[config.mk]
export PLATFORM = sky130hd
export DESIGN_NAME = round_robin_task_dispatcher_top
export DESIGN_NICKNAME = d
export VERILOG_FILES = /design/src/rtl/core/rrtd_pkg.sv /design/src/rtl/core/rrtd_queue_cell.sv /design/src/rtl/core/rrtd_ready_queue.sv /design/src/rtl/core/round_robin_task_dispatcher_top.sv
export SDC_FILE = /design/constraint.sdc
export NUM_CORES = 1
export LEC_CHECK = 0
export BUFFER_PORTS_ARGS = -buffer_cell sky130_fd_sc_hd__buf_4
export CAP_MARGIN = 20
export CORE_MARGIN = 1.5
export CORE_UTILIZATION = 45
export CTS_CLUSTER_SIZE = 28
export DETAILED_ROUTE_END_ITERATION = 6
export HOLD_SLACK_MARGIN = 0.15
export SLEW_MARGIN = 20
export SYNTH_ARGS = -nofsm -noshare
export SYNTH_HDL_FRONTEND = slang
export SYNTH_SLANG_ARGS = --single-unit
[constraint.sdc]
create_clock -name i_clk -period 5.3 [get_ports i_clk]
set_input_delay 1.325 -clock i_clk [delete_from_list [all_inputs] [get_ports i_clk]]
set_output_delay 1.325 -clock i_clk [all_outputs]
set_load 0.05 [all_outputs]
[src/rtl/core/rrtd_pkg.sv]
`timescale 1ns / 1ps
`default_nettype none

package rrtd_pkg;

    localparam int MAX_TASKS   = 8;
    localparam int QUEUE_DEPTH = 16;

    localparam int ID_W   = $clog2(MAX_TASKS);
    localparam int LVL_W  = $clog2(QUEUE_DEPTH + 1);
    localparam int CNT_W  = $clog2(MAX_TASKS + 1);
    localparam int TICK_W = 32;
    localparam int FUNC_W = 3;

    localparam int IN_W     = FUNC_W + ID_W;
    localparam int IN_BYTES = (IN_W + 7) / 8;
    localparam int IN_TW    = IN_BYTES * 8;

    localparam int OUT_W     = 1 + ID_W + TICK_W + CNT_W + LVL_W + 1;
    localparam int OUT_BYTES = (OUT_W + 7) / 8;
    localparam int OUT_TW    = OUT_BYTES * 8;

    // bit positions inside the result beat
    localparam int OB_RUN_VALID = 0;
    localparam int OB_RUN_TASK  = 1;
    localparam int OB_TICK      = OB_RUN_TASK + ID_W;
    localparam int OB_LIVE      = OB_TICK + TICK_W;
    localparam int OB_LEVEL     = OB_LIVE + CNT_W;
    localparam int OB_OVF       = OB_LEVEL + LVL_W;

    typedef enum logic [FUNC_W-1:0] {
        F_DISPATCH  = 3'd0,
        F_YIELD     = 3'd1,
        F_BLOCK     = 3'd2,
        F_TERMINATE = 3'd3,
        F_SUSPEND   = 3'd4,
        F_RESUME    = 3'd5,
        F_CREATE    = 3'd6,
        F_DELETE    = 3'd7
    } t_func;

    typedef enum logic [2:0] {
        SLOT_FREE    = 3'd0,
        SLOT_READY   = 3'd1,
        SLOT_RUN     = 3'd2,
        SLOT_BLOCKED = 3'd3,
        SLOT_STOPPED = 3'd4
    } t_tstate;

    typedef enum logic [2:0] {
        Q_NOP,
        Q_PUSH,
        Q_POP,
        Q_MARK,
        Q_COMPACT
    } t_q_op;

    typedef struct packed {
        t_q_op             op;
        logic [ID_W-1:0]   id;
    } t_q_cmd;

    typedef struct packed {
        logic [ID_W-1:0]   head_id;
        logic [LVL_W-1:0]  level;
        logic              full;
        logic              has_hole;
    } t_q_stat;

endpackage

`default_nettype wire

[src/rtl/core/rrtd_queue_cell.sv]
`timescale 1ns / 1ps
`default_nettype none

module rrtd_queue_cell (
    input  wire logic                       i_clk,
    input  wire rrtd_pkg::t_q_cmd           i_cmd,
    input  wire logic                       i_sel_push,
    input  wire logic                       i_in_use,
    input  wire logic [rrtd_pkg::ID_W-1:0]  i_up_id,
    input  wire logic                       i_up_keep,
    input  wire logic                       i_hole_in,
    output logic      [rrtd_pkg::ID_W-1:0]  o_id,
    output logic                            o_keep,
    output logic                            o_hole_out
);

    logic [rrtd_pkg::ID_W-1:0] r_id;
    logic [rrtd_pkg::ID_W-1:0] n_id;
    logic                      r_keep;
    logic                      n_keep;

    // a hole is a purged entry still inside the used part of the row
    assign o_hole_out = i_hole_in | (i_in_use & ~r_keep);
    assign o_id       = r_id;
    assign o_keep     = r_keep;

    always_comb begin
        n_id   = r_id;
        n_keep = r_keep;
        unique case (i_cmd.op)
            rrtd_pkg::Q_POP: begin
                n_id   = i_up_id;
                n_keep = i_up_keep;
            end
            rrtd_pkg::Q_COMPACT: begin
                // everything from the lowest hole upward moves down one place
                if (o_hole_out) begin
                    n_id   = i_up_id;
                    n_keep = i_up_keep;
                end
            end
            rrtd_pkg::Q_MARK: begin
                if (i_in_use && (r_id == i_cmd.id)) begin
                    n_keep = 1'b0;
                end
            end
            rrtd_pkg::Q_PUSH: begin
                if (i_sel_push) begin
                    n_id   = i_cmd.id;
                    n_keep = 1'b1;
                end
            end
            default: begin
            end
        endcase
    end

    always_ff @(posedge i_clk) begin
        r_id   <= n_id;
        r_keep <= n_keep;
    end

endmodule

`default_nettype wire

[src/rtl/core/rrtd_ready_queue.sv]
`timescale 1ns / 1ps
`default_nettype none

module rrtd_ready_queue (
    input  wire logic              i_clk,
    input  wire logic              i_rst_n,
    input  wire rrtd_pkg::t_q_cmd  i_cmd,
    output rrtd_pkg::t_q_stat      o_stat
);

    localparam int D = rrtd_pkg::QUEUE_DEPTH;

    logic [rrtd_pkg::LVL_W-1:0] r_level;
    logic [rrtd_pkg::LVL_W-1:0] n_level;
    logic                       full;

    logic [rrtd_pkg::ID_W-1:0]  cell_id   [D+1];
    logic                       cell_keep [D+1];
    logic                       hole      [D+1];

    assign full = (r_level == rrtd_pkg::LVL_W'(D));

    // the slot above the top cell feeds in a harmless filler
    assign cell_id[D]   = '0;
    assign cell_keep[D] = 1'b1;
    assign hole[0]      = 1'b0;

    for (genvar g = 0; g < D; g++) begin : g_cell
        rrtd_queue_cell u_cell (
            .i_clk      (i_clk),
            .i_cmd      (i_cmd),
            .i_sel_push (r_level == rrtd_pkg::LVL_W'(g)),
            .i_in_use   (r_level > rrtd_pkg::LVL_W'(g)),
            .i_up_id    (cell_id[g+1]),
            .i_up_keep  (cell_keep[g+1]),
            .i_hole_in  (hole[g]),
            .o_id       (cell_id[g]),
            .o_keep     (cell_keep[g]),
            .o_hole_out (hole[g+1])
        );
    end

    always_comb begin
        n_level = r_level;
        case (i_cmd.op) inside
            rrtd_pkg::Q_PUSH: begin
                if (!full) begin
                    n_level = r_level + 1'b1;
                end
            end
            rrtd_pkg::Q_POP, rrtd_pkg::Q_COMPACT: begin
                n_level = r_level - 1'b1;
            end
            default: begin
            end
        endcase
    end

    always_ff @(posedge i_clk) begin
        if (!i_rst_n) begin
            r_level <= '0;
        end else begin
            r_level <= n_level;
        end
    end

    assign o_stat.head_id  = cell_id[0];
    assign o_stat.level    = r_level;
    assign o_stat.full     = full;
    assign o_stat.has_hole = hole[D];

endmodule

`default_nettype wire

[src/rtl/core/round_robin_task_dispatcher_top.sv]
// Round-robin task dispatcher: non-preemptive scheduler over MAX_TASKS slots.
// Slave stream carries one event per beat: tdata[2:0] func, tdata[5:3] task_id.
// Master stream returns one status beat per event (fields listed at the port).
// Events are taken one at a time; the ready queue is a row of QUEUE_DEPTH
// cells that shift toward the head.
// Each event passes from S_IDLE to S_FIN, which registers the result beat:
//   yield, block, terminate, suspend, resume, create: straight to S_FIN
//   dispatch: via S_DISP, popping entries until a ready task is found or the
//             queue runs dry
//   delete: via S_PURGE, removing the task's entries one per cycle (free slot: direct)
// With a ready receiver the next event is taken on the edge that drains the
// result.
// A stalled receiver holds the result beat unchanged and keeps o_s_tready low
// until the beat is taken.
// Synchronous active-low reset: all slots free, queue empty, no task running,
// tick counter and live count cleared, no result pending. No clearing pass.
`timescale 1ns / 1ps
`default_nettype none

module round_robin_task_dispatcher_top (
    input  wire logic                          i_clk,
    input  wire logic                          i_rst_n,
    input  wire logic                          i_s_tvalid,
    output logic                               o_s_tready,
    // [2:0] func, [5:3] task_id, rest zero
    input  wire logic [rrtd_pkg::IN_TW-1:0]    i_s_tdata,
    output logic                               o_m_tvalid,
    input  wire logic                          i_m_tready,
    // [0] running_valid, [3:1] running_task, [35:4] tick_count,
    // [39:36] live_tasks, [44:40] queue_level, [45] queue_overflow, rest zero
    output logic      [rrtd_pkg::OUT_TW-1:0]   o_m_tdata
);

    typedef enum logic [1:0] {
        S_IDLE,
        S_DISP,
        S_PURGE,
        S_FIN
    } t_state;

    localparam int ID_W = rrtd_pkg::ID_W;

    t_state                          r_state;
    t_state                          n_state;
    rrtd_pkg::t_tstate               r_task_state [rrtd_pkg::MAX_TASKS];
    logic                            r_run_valid;
    logic                            n_run_valid;
    logic [ID_W-1:0]                 r_run_task;
    logic [ID_W-1:0]                 n_run_task;
    logic [rrtd_pkg::TICK_W-1:0]     r_tick;
    logic [rrtd_pkg::TICK_W-1:0]     n_tick;
    logic [rrtd_pkg::CNT_W-1:0]      r_live;
    logic [rrtd_pkg::CNT_W-1:0]      n_live;
    logic                            r_ovf;
    logic                            n_ovf;
    logic                            r_out_valid;
    logic                            n_out_valid;
    logic [rrtd_pkg::OUT_TW-1:0]     r_out_data;
    logic [rrtd_pkg::OUT_TW-1:0]     n_out_data;

    rrtd_pkg::t_func                 func;
    logic [ID_W-1:0]                 in_id;
    logic                            accept;
    logic [ID_W-1:0]                 ts_addr;
    rrtd_pkg::t_tstate               ts_rd;
    logic                            ts_we;
    rrtd_pkg::t_tstate               ts_wd;
    rrtd_pkg::t_q_cmd                q_cmd;
    rrtd_pkg::t_q_stat               q_stat;

    assign func   = rrtd_pkg::t_func'(i_s_tdata[rrtd_pkg::FUNC_W-1:0]);
    assign in_id  = i_s_tdata[rrtd_pkg::FUNC_W +: ID_W];
    assign o_s_tready = (r_state == S_IDLE) && (!r_out_valid || i_m_tready);
    assign accept = i_s_tvalid && o_s_tready;

    // one state table port: the queue head while popping, else the slot in play
    always_comb begin
        if (r_state == S_DISP) begin
            ts_addr = q_stat.head_id;
        end else if ((func == rrtd_pkg::F_YIELD) || (func == rrtd_pkg::F_BLOCK) ||
                     (func == rrtd_pkg::F_TERMINATE)) begin
            ts_addr = r_run_task;
        end else begin
            ts_addr = in_id;
        end
    end

    assign ts_rd = r_task_state[ts_addr];

    rrtd_ready_queue u_queue (
        .i_clk   (i_clk),
        .i_rst_n (i_rst_n),
        .i_cmd   (q_cmd),
        .o_stat  (q_stat)
    );

    always_comb begin
        n_state     = r_state;
        n_run_valid = r_run_valid;
        n_run_task  = r_run_task;
        n_tick      = r_tick;
        n_live      = r_live;
        n_ovf       = r_ovf;
        n_out_valid = r_out_valid;
        n_out_data  = r_out_data;
        ts_we       = 1'b0;
        ts_wd       = rrtd_pkg::SLOT_FREE;
        q_cmd.op    = rrtd_pkg::Q_NOP;
        q_cmd.id    = '0;

        if (r_out_valid && i_m_tready) begin
            n_out_valid = 1'b0;
        end

        unique case (r_state)
            S_IDLE: begin
                if (accept) begin
                    n_ovf   = 1'b0;
                    n_state = S_FIN;
                    unique case (func) inside
                        rrtd_pkg::F_DISPATCH: begin
                            n_tick      = r_tick + 1'b1;
                            n_run_valid = 1'b0;
                            n_run_task  = '0;
                            n_state     = S_DISP;
                        end
                        rrtd_pkg::F_YIELD: begin
                            if (r_run_valid) begin
                                if (ts_rd == rrtd_pkg::SLOT_RUN) begin
                                    ts_we    = 1'b1;
                                    ts_wd    = rrtd_pkg::SLOT_READY;
                                    q_cmd.op = rrtd_pkg::Q_PUSH;
                                    q_cmd.id = r_run_task;
                                    n_ovf    = q_stat.full;
                                end
                                n_run_valid = 1'b0;
                                n_run_task  = '0;
                            end
                        end
                        rrtd_pkg::F_BLOCK, rrtd_pkg::F_TERMINATE: begin
                            if (r_run_valid) begin
                                ts_we = 1'b1;
                                ts_wd = (func == rrtd_pkg::F_BLOCK)
                                        ? rrtd_pkg::SLOT_BLOCKED
                                        : rrtd_pkg::SLOT_STOPPED;
                                n_run_valid = 1'b0;
                                n_run_task  = '0;
                            end
                        end
                        rrtd_pkg::F_SUSPEND: begin
                            if ((ts_rd == rrtd_pkg::SLOT_RUN) ||
                                (ts_rd == rrtd_pkg::SLOT_READY)) begin
                                ts_we = 1'b1;
                                ts_wd = rrtd_pkg::SLOT_BLOCKED;
                            end
                        end
                        rrtd_pkg::F_RESUME: begin
                            if (ts_rd == rrtd_pkg::SLOT_BLOCKED) begin
                                ts_we    = 1'b1;
                                ts_wd    = rrtd_pkg::SLOT_READY;
                                q_cmd.op = rrtd_pkg::Q_PUSH;
                                q_cmd.id = in_id;
                                n_ovf    = q_stat.full;
                            end
                        end
                        rrtd_pkg::F_CREATE: begin
                            if (ts_rd == rrtd_pkg::SLOT_FREE) begin
                                ts_we    = 1'b1;
                                ts_wd    = rrtd_pkg::SLOT_READY;
                                q_cmd.op = rrtd_pkg::Q_PUSH;
                                q_cmd.id = in_id;
                                n_ovf    = q_stat.full;
                                n_live   = r_live + 1'b1;
                            end
                        end
                        rrtd_pkg::F_DELETE: begin
                            if (ts_rd != rrtd_pkg::SLOT_FREE) begin
                                ts_we    = 1'b1;
                                ts_wd    = rrtd_pkg::SLOT_FREE;
                                q_cmd.op = rrtd_pkg::Q_MARK;
                                q_cmd.id = in_id;
                                if (r_live != '0) begin
                                    n_live = r_live - 1'b1;
                                end
                                if (r_run_valid && (r_run_task == in_id)) begin
                                    n_run_valid = 1'b0;
                                    n_run_task  = '0;
                                end
                                n_state = S_PURGE;
                            end
                        end
                        default: begin
                        end
                    endcase
                end
            end
            S_DISP: begin
                // pop one entry a cycle, stale ones are simply dropped
                if (q_stat.level == '0) begin
                    n_state = S_FIN;
                end else begin
                    q_cmd.op = rrtd_pkg::Q_POP;
                    if (ts_rd == rrtd_pkg::SLOT_READY) begin
                        ts_we       = 1'b1;
                        ts_wd       = rrtd_pkg::SLOT_RUN;
                        n_run_valid = 1'b1;
                        n_run_task  = q_stat.head_id;
                        n_state     = S_FIN;
                    end
                end
            end
            S_PURGE: begin
                if (q_stat.has_hole) begin
                    q_cmd.op = rrtd_pkg::Q_COMPACT;
                end else begin
                    n_state = S_FIN;
                end
            end
            S_FIN: begin
                n_out_valid = 1'b1;
                n_out_data  = '0;
                n_out_data[rrtd_pkg::OB_RUN_VALID]               = r_run_valid;
                n_out_data[rrtd_pkg::OB_RUN_TASK +: ID_W]        = r_run_task;
                n_out_data[rrtd_pkg::OB_TICK +: rrtd_pkg::TICK_W] = r_tick;
                n_out_data[rrtd_pkg::OB_LIVE +: rrtd_pkg::CNT_W] = r_live;
                n_out_data[rrtd_pkg::OB_LEVEL +: rrtd_pkg::LVL_W] = q_stat.level;
                n_out_data[rrtd_pkg::OB_OVF]                     = r_ovf;
                n_state = S_IDLE;
            end
            default: begin
                n_state = S_IDLE;
            end
        endcase
    end

    always_ff @(posedge i_clk) begin
        if (!i_rst_n) begin
            r_state     <= S_IDLE;
            r_run_valid <= 1'b0;
            r_run_task  <= '0;
            r_tick      <= '0;
            r_live      <= '0;
            r_ovf       <= 1'b0;
            r_out_valid <= 1'b0;
            for (int i = 0; i < rrtd_pkg::MAX_TASKS; i++) begin
                r_task_state[i] <= rrtd_pkg::SLOT_FREE;
            end
        end else begin
            r_state     <= n_state;
            r_run_valid <= n_run_valid;
            r_run_task  <= n_run_task;
            r_tick      <= n_tick;
            r_live      <= n_live;
            r_ovf       <= n_ovf;
            r_out_valid <= n_out_valid;
            if (ts_we) begin
                r_task_state[ts_addr] <= ts_wd;
            end
        end
        r_out_data <= n_out_data;
    end

    assign o_m_tvalid = r_out_valid;
    assign o_m_tdata  = r_out_data;

endmodule

`default_nettype wire

* Word level (Yosys, flattened, before mapping)
Memory sizes are Yosys's and may differ from the RTL's.
Cells that the tools add are included.
W data, S select, Z words.
** Operators by class
- Add/subtract/negate cells :: 5
- Order comparisons :: 16
- Equality and inequality tests :: 112
- Mux-type cells :: 192
- Bitwise logic cells :: 47
- Reductions and logical operators :: 81
** Operators with widths (count)
- $pmux W3 S3 :: 18
- $mux W3 :: 48
- $ne A2 B2 Y1 const B :: 52
- $mux W1 :: 79
- $pmux W1 S4 :: 16
- $reduce_and A4 Y1 :: 16
- $reduce_and A3 Y1 :: 18
- $eq A3 B3 Y1 :: 17
- $eq A5 B4 Y1 const B :: 8
- $gt A5 B4 Y1 const B :: 8
- $add A32 B1 Y32 const B :: 1
- $mux W4 :: 7
- $eq A5 B3 Y1 const B :: 4
- $gt A5 B3 Y1 const B :: 4
- $logic_and A1 B1 Y1 :: 20
- $mux W5 :: 4
- $pmux W5 S4 :: 1
- $eq A3 B2 Y1 const B :: 6
- $and A1 B1 Y1 :: 16
- $not A1 Y1 :: 16
- $eq A3 B3 Y1 const B :: 5
- $or A1 B1 Y1 :: 15
- $pmux W3 S5 :: 1
- $mux W2 :: 7
- other kinds (40) :: 66
** Word-level totals
- Register bits :: 159
- Bits in writable memories :: 24
- Bits of input ports :: 12
- Output and inout bits :: 50
- Word-level logic and storage cells :: 495
- Memories kept :: 1
** Memory list
- r_task_state :: depth 8, width 3, read ports 1, clocked after memory_dff 0, write ports 8, line round_robin_task_dispatcher_top.sv:45 : rrtd_pkg::t_tstate r_task_state [rrtd_pkg::MAX_TASKS];

* Depth between registers and ports, before layout
- Depth in word-level cells :: 23
- Depth in mapped cells :: 18
- Mapped depth without buffers :: 14

* By module
Synthesis repeated with hierarchy kept, for this count alone.
** Unflattened totals
- Cell total of the unflattened synthesis :: 1004
- Area total of the unflattened synthesis :: 10621.4 µm²
** By module, submodules not included
- round_robin_task_dispatcher_top :: times used 1, cells each 496, area each 5445.2 µm², seq. area each 2982.9 µm²
- rrtd_queue_cell :: times used 16, cells each 25, area each 280.3 µm², seq. area each 120.1 µm²
- rrtd_ready_queue :: times used 1, cells each 108, area each 691.9 µm², seq. area each 100.1 µm²

* Worst setup path before layout
OpenSTA, ideal clock, no wires.
- Path type :: input -> register
- Start :: input port i_s_tdata[4] (netlist name)
- End :: register u_queue.g_cell[13].u_cell.r_id, in the netlist u_queue.g_cell[13].u_cell.o_id[0], enable pin
- Library setup time :: 0.345 ns
- Arrival :: 4.630 ns
- Required time :: 4.955 ns
- Setup slack :: 0.325 ns
- Cell stages on the path :: 15
- Buffers on the path :: 4
- Cells stage by stage :: buf_4 -> clkinv_1 -> o221a_2 -> or3_1 -> buf_2 -> or3_4 -> o311ai_4 -> o211ai_4 -> a221o_1 -> buf_6 -> o21ai_4 -> nor3_1 -> a21o_1 -> buf_4 -> nor3_1
** On the way
- Longest elaborated chain between the ends :: 12
- Elaborated cells between the ends (all ways) :: 22
- Classes of those cells :: 7 x eq/ne; 10 x mux; 4 x reduce/logical; 1 x memory
** RTL lines
- from (decl) :: line round_robin_task_dispatcher_top.sv:26 : input wire logic [rrtd_pkg::IN_TW-1:0] i_s_tdata,
- $mux W3 (*) :: line round_robin_task_dispatcher_top.sv:80 : end else if ((func == rrtd_pkg::F_YIELD) || (func == rrtd_pkg::F_BLOCK) ||
- $mux W3 (*) :: line round_robin_task_dispatcher_top.sv:78 : if (r_state == S_DISP) begin
- $mem_v2 Z8 W3 (*)
- $eq A3 B2 Y1 :: line round_robin_task_dispatcher_top.sv:129 : if (ts_rd == rrtd_pkg::SLOT_RUN) begin
- $mux W4 :: line round_robin_task_dispatcher_top.sv:129
- $mux W4 :: line round_robin_task_dispatcher_top.sv:128 : if (r_run_valid) begin
- $pmux W5 S4 (*) :: line round_robin_task_dispatcher_top.sv:120 : unique case (func) inside
- $mux W6 (*) :: line round_robin_task_dispatcher_top.sv:117 : if (accept) begin
- $pmux W3 S3 (*) :: line round_robin_task_dispatcher_top.sv:115 : unique case (r_state)
- $eq A3 B1 Y1 (tied with other cells) :: line rrtd_queue_cell.sv:30 : unique case (i_cmd.op)
- $ne A2 B2 Y1 (no source line) / $reduce_bool A3 Y1 (equally long branches)
- $reduce_and A3 Y1 (no source line) (*)
- to (signal assigned) :: line rrtd_queue_cell.sv:59 : r_id <= n_id;
- to (decl) :: line rrtd_queue_cell.sv:17 : logic [rrtd_pkg::ID_W-1:0] r_id;
Every way passes the cells marked *; elsewhere a longest branch is shown, timed or not.
A chain may end at the register's enable or synchronous reset.

* Worst setup path after layout
- Start :: input port i_s_tdata[2] (netlist name)
- End :: register u_queue.g_cell[11].u_cell.r_keep, enable pin
** On the way
- Longest elaborated chain between the ends :: 16
- Elaborated cells between the ends (all ways) :: 35
- Classes of those cells :: 16 x eq/ne; 11 x mux; 7 x reduce/logical; 1 x memory
** RTL lines
- $eq A3 B1 Y1 / $eq A3 B2 Y1 (equally long branches) :: line round_robin_task_dispatcher_top.sv:80
- $logic_or A1 B1 Y1 (2 in series) :: line round_robin_task_dispatcher_top.sv:80
- $mux W3 :: line round_robin_task_dispatcher_top.sv:80
- $mux W3 :: line round_robin_task_dispatcher_top.sv:78
- $mem_v2 Z8 W3
- $eq A3 B2 Y1 :: line round_robin_task_dispatcher_top.sv:129
- $mux W4 :: line round_robin_task_dispatcher_top.sv:129
- $mux W4 :: line round_robin_task_dispatcher_top.sv:128
- $pmux W5 S4 (*) :: line round_robin_task_dispatcher_top.sv:120
- $mux W6 (*) :: line round_robin_task_dispatcher_top.sv:117
- $mux W3 :: line round_robin_task_dispatcher_top.sv:115
- $eq A3 B3 Y1 :: line rrtd_queue_cell.sv:43 : if (i_in_use && (r_id == i_cmd.id)) begin
- $logic_and A1 B1 Y1 :: line rrtd_queue_cell.sv:43
- $ne A2 B2 Y1 (no source line)
- $reduce_and A4 Y1 (no source line) (*)
- to (signal assigned) :: line rrtd_queue_cell.sv:60 : r_keep <= n_keep;
- to (decl) :: line rrtd_queue_cell.sv:19 : logic r_keep;
Marked as above.

==> results.cfg <==
[outcome]
status = complete, no violations

[setup_path]
cp-endpoint = u_queue.g_cell[11].u_cell.o_keep
critPathMaxFanout = 7
r2r_slack_ns = 0.64
worstPathArrival_ns = 5.11
startpoint = i_s_tdata[2]
r2r_end = u_queue.g_cell[11].u_cell.o_keep
worst_r2r_path_depth = 14
crit_type = input pin to flip-flop
cp-end-kind = flip-flop
r2r_start = u_queue.r_level[0]
crit_required_ns = 5.46
setup.worst_path.start_class = input pin

[clock_tree]
cts_buffers = 17
htreeDepth = 4
clock_path_buffers = 2
clock-sinks = 183
insertion_delay_ns = 0.44
hold_buffers = 0
cts-resized-gates = 0
cts_tree = done
cts-root-buf = clkbuf_16
cts_setup_buffers = 0
clk_pin_slew_ns = 0.08

[final_layout]
multiInputGateArea_um2 = 4967
seqCellArea_um2 = 5005
finish.utilization_pct = 54.48
fin_cells = 1493
n_fill_cell = 2049
antenna_cells = 0
fin_nets = 1222
syn2layout_area_growth_pct = 18.98
drive_gt1_share_pct = 19.45

[placed_design]
place_hpwl_um = 21490
pre_cts_slack_ns = -0.1124
dpl.cell_count = 1461
place_congestion = 0.9800
port_buffers = 57

[timing]
setup_viol = 0
fin_skew_ns = 0.01922
slew_headroom_pct = 44.67
drv_slew = 0
rsz0062_at_grt = no
whs_ns = 0.4447
tightest_slew_ns = 0.8212
fmax_ghz = 0.2019
fin_crit_ns = 4.952
fin_crit_sh_pct = 93.44
setup_ws_ns = 0.3478
finalHoldViolCount = 0

[routing]
firstDrtPassIters = 5
wirelength_um = 28940
ant_nets = 0
via_count = 8687
drt-met1-wl_um = 13870
remaining_drc_errors = 0
viasPerCell = 5.818
top_layer = met4
dr_wl_met3_um = 1593
drtIter0Drc = 646
route.met2.wl_um = 12950
wl_per_cell_um = 19.38

[yosys]
netlist_instances = 1071
synth_area_leader_cell = edfxtp_1
ys_seq_elements = 183
synth_edf_count = 134
syn-cell-area_um2 = 10370
avgSynthCellArea_um2 = 9.680
synth_top_area_share_pct = 38.81
yosys-top-cells-count = 154 x nor2_1, 134 x edfxtp_1, 87 x nand2_1
ys_seq_area_share_pct = 48.27
synthTopCellsByArea = edfxtp_1 39%, dfxtp_1 9.5%, nor2_1 5.6%
ys_types = 92
synthArstFlopShare_pct = 0
synth_most_common_cell = nor2_1
synthFlopType = edfxtp_1
yosysWarnings = 0

[floorplan]
core_area_um2 = 22640
io_pins = 62
die_x_um = 154.8
start_util_pct = 45.79
fp-row-count = 55
die_h_um = 154.8
dieArea_um2 = 23960

[global_route]
grt_max_degree = 61
grt-ovfl-total = 0
grt_pass1_vias = 8081
grt_usage_pct = 24.51
grt_pass1_wl_um = 45490
antenna_found_initial = 0

[worst_hold_path]
hp-class = flip-flop to flip-flop

[power_and_ir_drop]
p_leak_nw = 4.644
ir_drop_uv = 318.4
powerDensity_nw_per_um2 = 560.8
power.total_mw = 6.917

[flow_run]
drv_cap = 0
state kept, by name (all words and copies together) (netlist names), 3 cells and up:
register / count
r_live: 4
r_run_task: 3
r_tick: 32
u_queue.r_level: 5
o_m_tdata: 46
r_task_state: 24
u_queue.g_cell.u_cell.o_keep: 16
u_queue.g_cell.u_cell.o_id: 48
power breakdown:
part           switching (mW)  total, mW  internal, mW
registers               0.364       2.48          2.11
logic                    1.94       3.13          1.19
clock network           0.663       1.30         0.642
total                    2.97       6.92          3.95
placed cells by master (no fill, tap or decap), types with 5 or more instances in the layout:
master     netlist  routed
nand2b_1        16      16
clkbuf_16        0      17
o31ai_1          7       7
o21ai_0         41      41
o21a_1           5       5
nor3_1          23      23
and2_1          44      44
a22o_1           5       5
nor2_1         154     154
nand3_1         32      32
dfxtp_1         49      49
or3_1           12      12
xor2_1          12      12
nor2b_1         15      15
xnor2_1         44      44
buf_4            5     159
inv_1           28      28
a21oi_1         54      54
and4_1           5       5
o211ai_1         7       7
inv_6            0       5
a21o_1          13      13
and3_1          15      15
a21boi_0         7       7
nand4_1         19      19
nand2_1         87      87
o22ai_1         14      14
a2111oi_0        5       5
ha_1            14      13
mux2i_1         16      16
a211oi_1        11      11
a31oi_1         11      11
o2111ai_1        5       5
nor4_1           8       8
buf_12           0       5
edfxtp_1       134     134
logic make-up after synthesis:
kind of cell             share of synthesized area (%)
AND/OR/NAND/NOR                                  21.61
AO/OA/AOI/OAI                                    17.64
flip-flops                                       48.27
buffers and inverters                            3.910
XOR/XNOR                                         4.731
multiplexers                                     1.907
adder cells (fa/ha/maj)                          1.883
other                                          0.03617
worst min-delay path by stage:
stage | slack [ns] | endpoint | start | cells after the start
finish | 0.44 | o_m_tdata[45] | r_ovf | 0
CTS | 0.45 | o_m_tdata[45] | r_ovf | 0
detailed placement | 0.42 | o_m_tdata[45] | r_ovf | 0
global placement | 0.42 | o_m_tdata[45] | r_ovf | 0
global route | 0.46 | o_m_tdata[45] | r_ovf | 0
floorplan | 0.41 | o_m_tdata[44] | u_queue.r_level[4] | 0
stage by stage:
step	instance area [um^2]	TNS, ns
final	12340	0
after global routing	12340	0
after CTS	12340	0
after detailed placement	11740	-0.1207
after global placement	11740	-0.1134
after floorplan	10370	0
per-layer routing:
layer	track usage, %	vias up
met5	0	-
met4	7.097	0
met3	3.166	37
met2	38.29	302
met1	35.67	4188
li1	-	4160
worst max-delay path: stages:
cell	delay, ns
buf_4	0.11
o21ba_1	0.37
mux2_4	0.35
or3_1	0.47
or3_4	0.38
o311ai_4	0.16
o2111a_1	0.27
a221oi_2	0.05
buf_4	0.17
a2111oi_0	0.51
buf_4	0.22
o21ai_1	0.07
nor4b_1	0.35
buf_4	0.18
o21ba_2	0.12
area by class of cell:
cell class / instances / share of cell area (%)
Sequential cell: 183 / 40.57
Multi-Input combinational cell: 798 / 40.27
Timing Repair Buffer: 164 / 10.49
Clock buffer: 17 / 3.449
Tap cell: 285 / 2.891
Clock inverter: 15 / 1.390
Inverter: 31 / 0.9433
No activity file was read; power rests on OpenSTA's default activity.
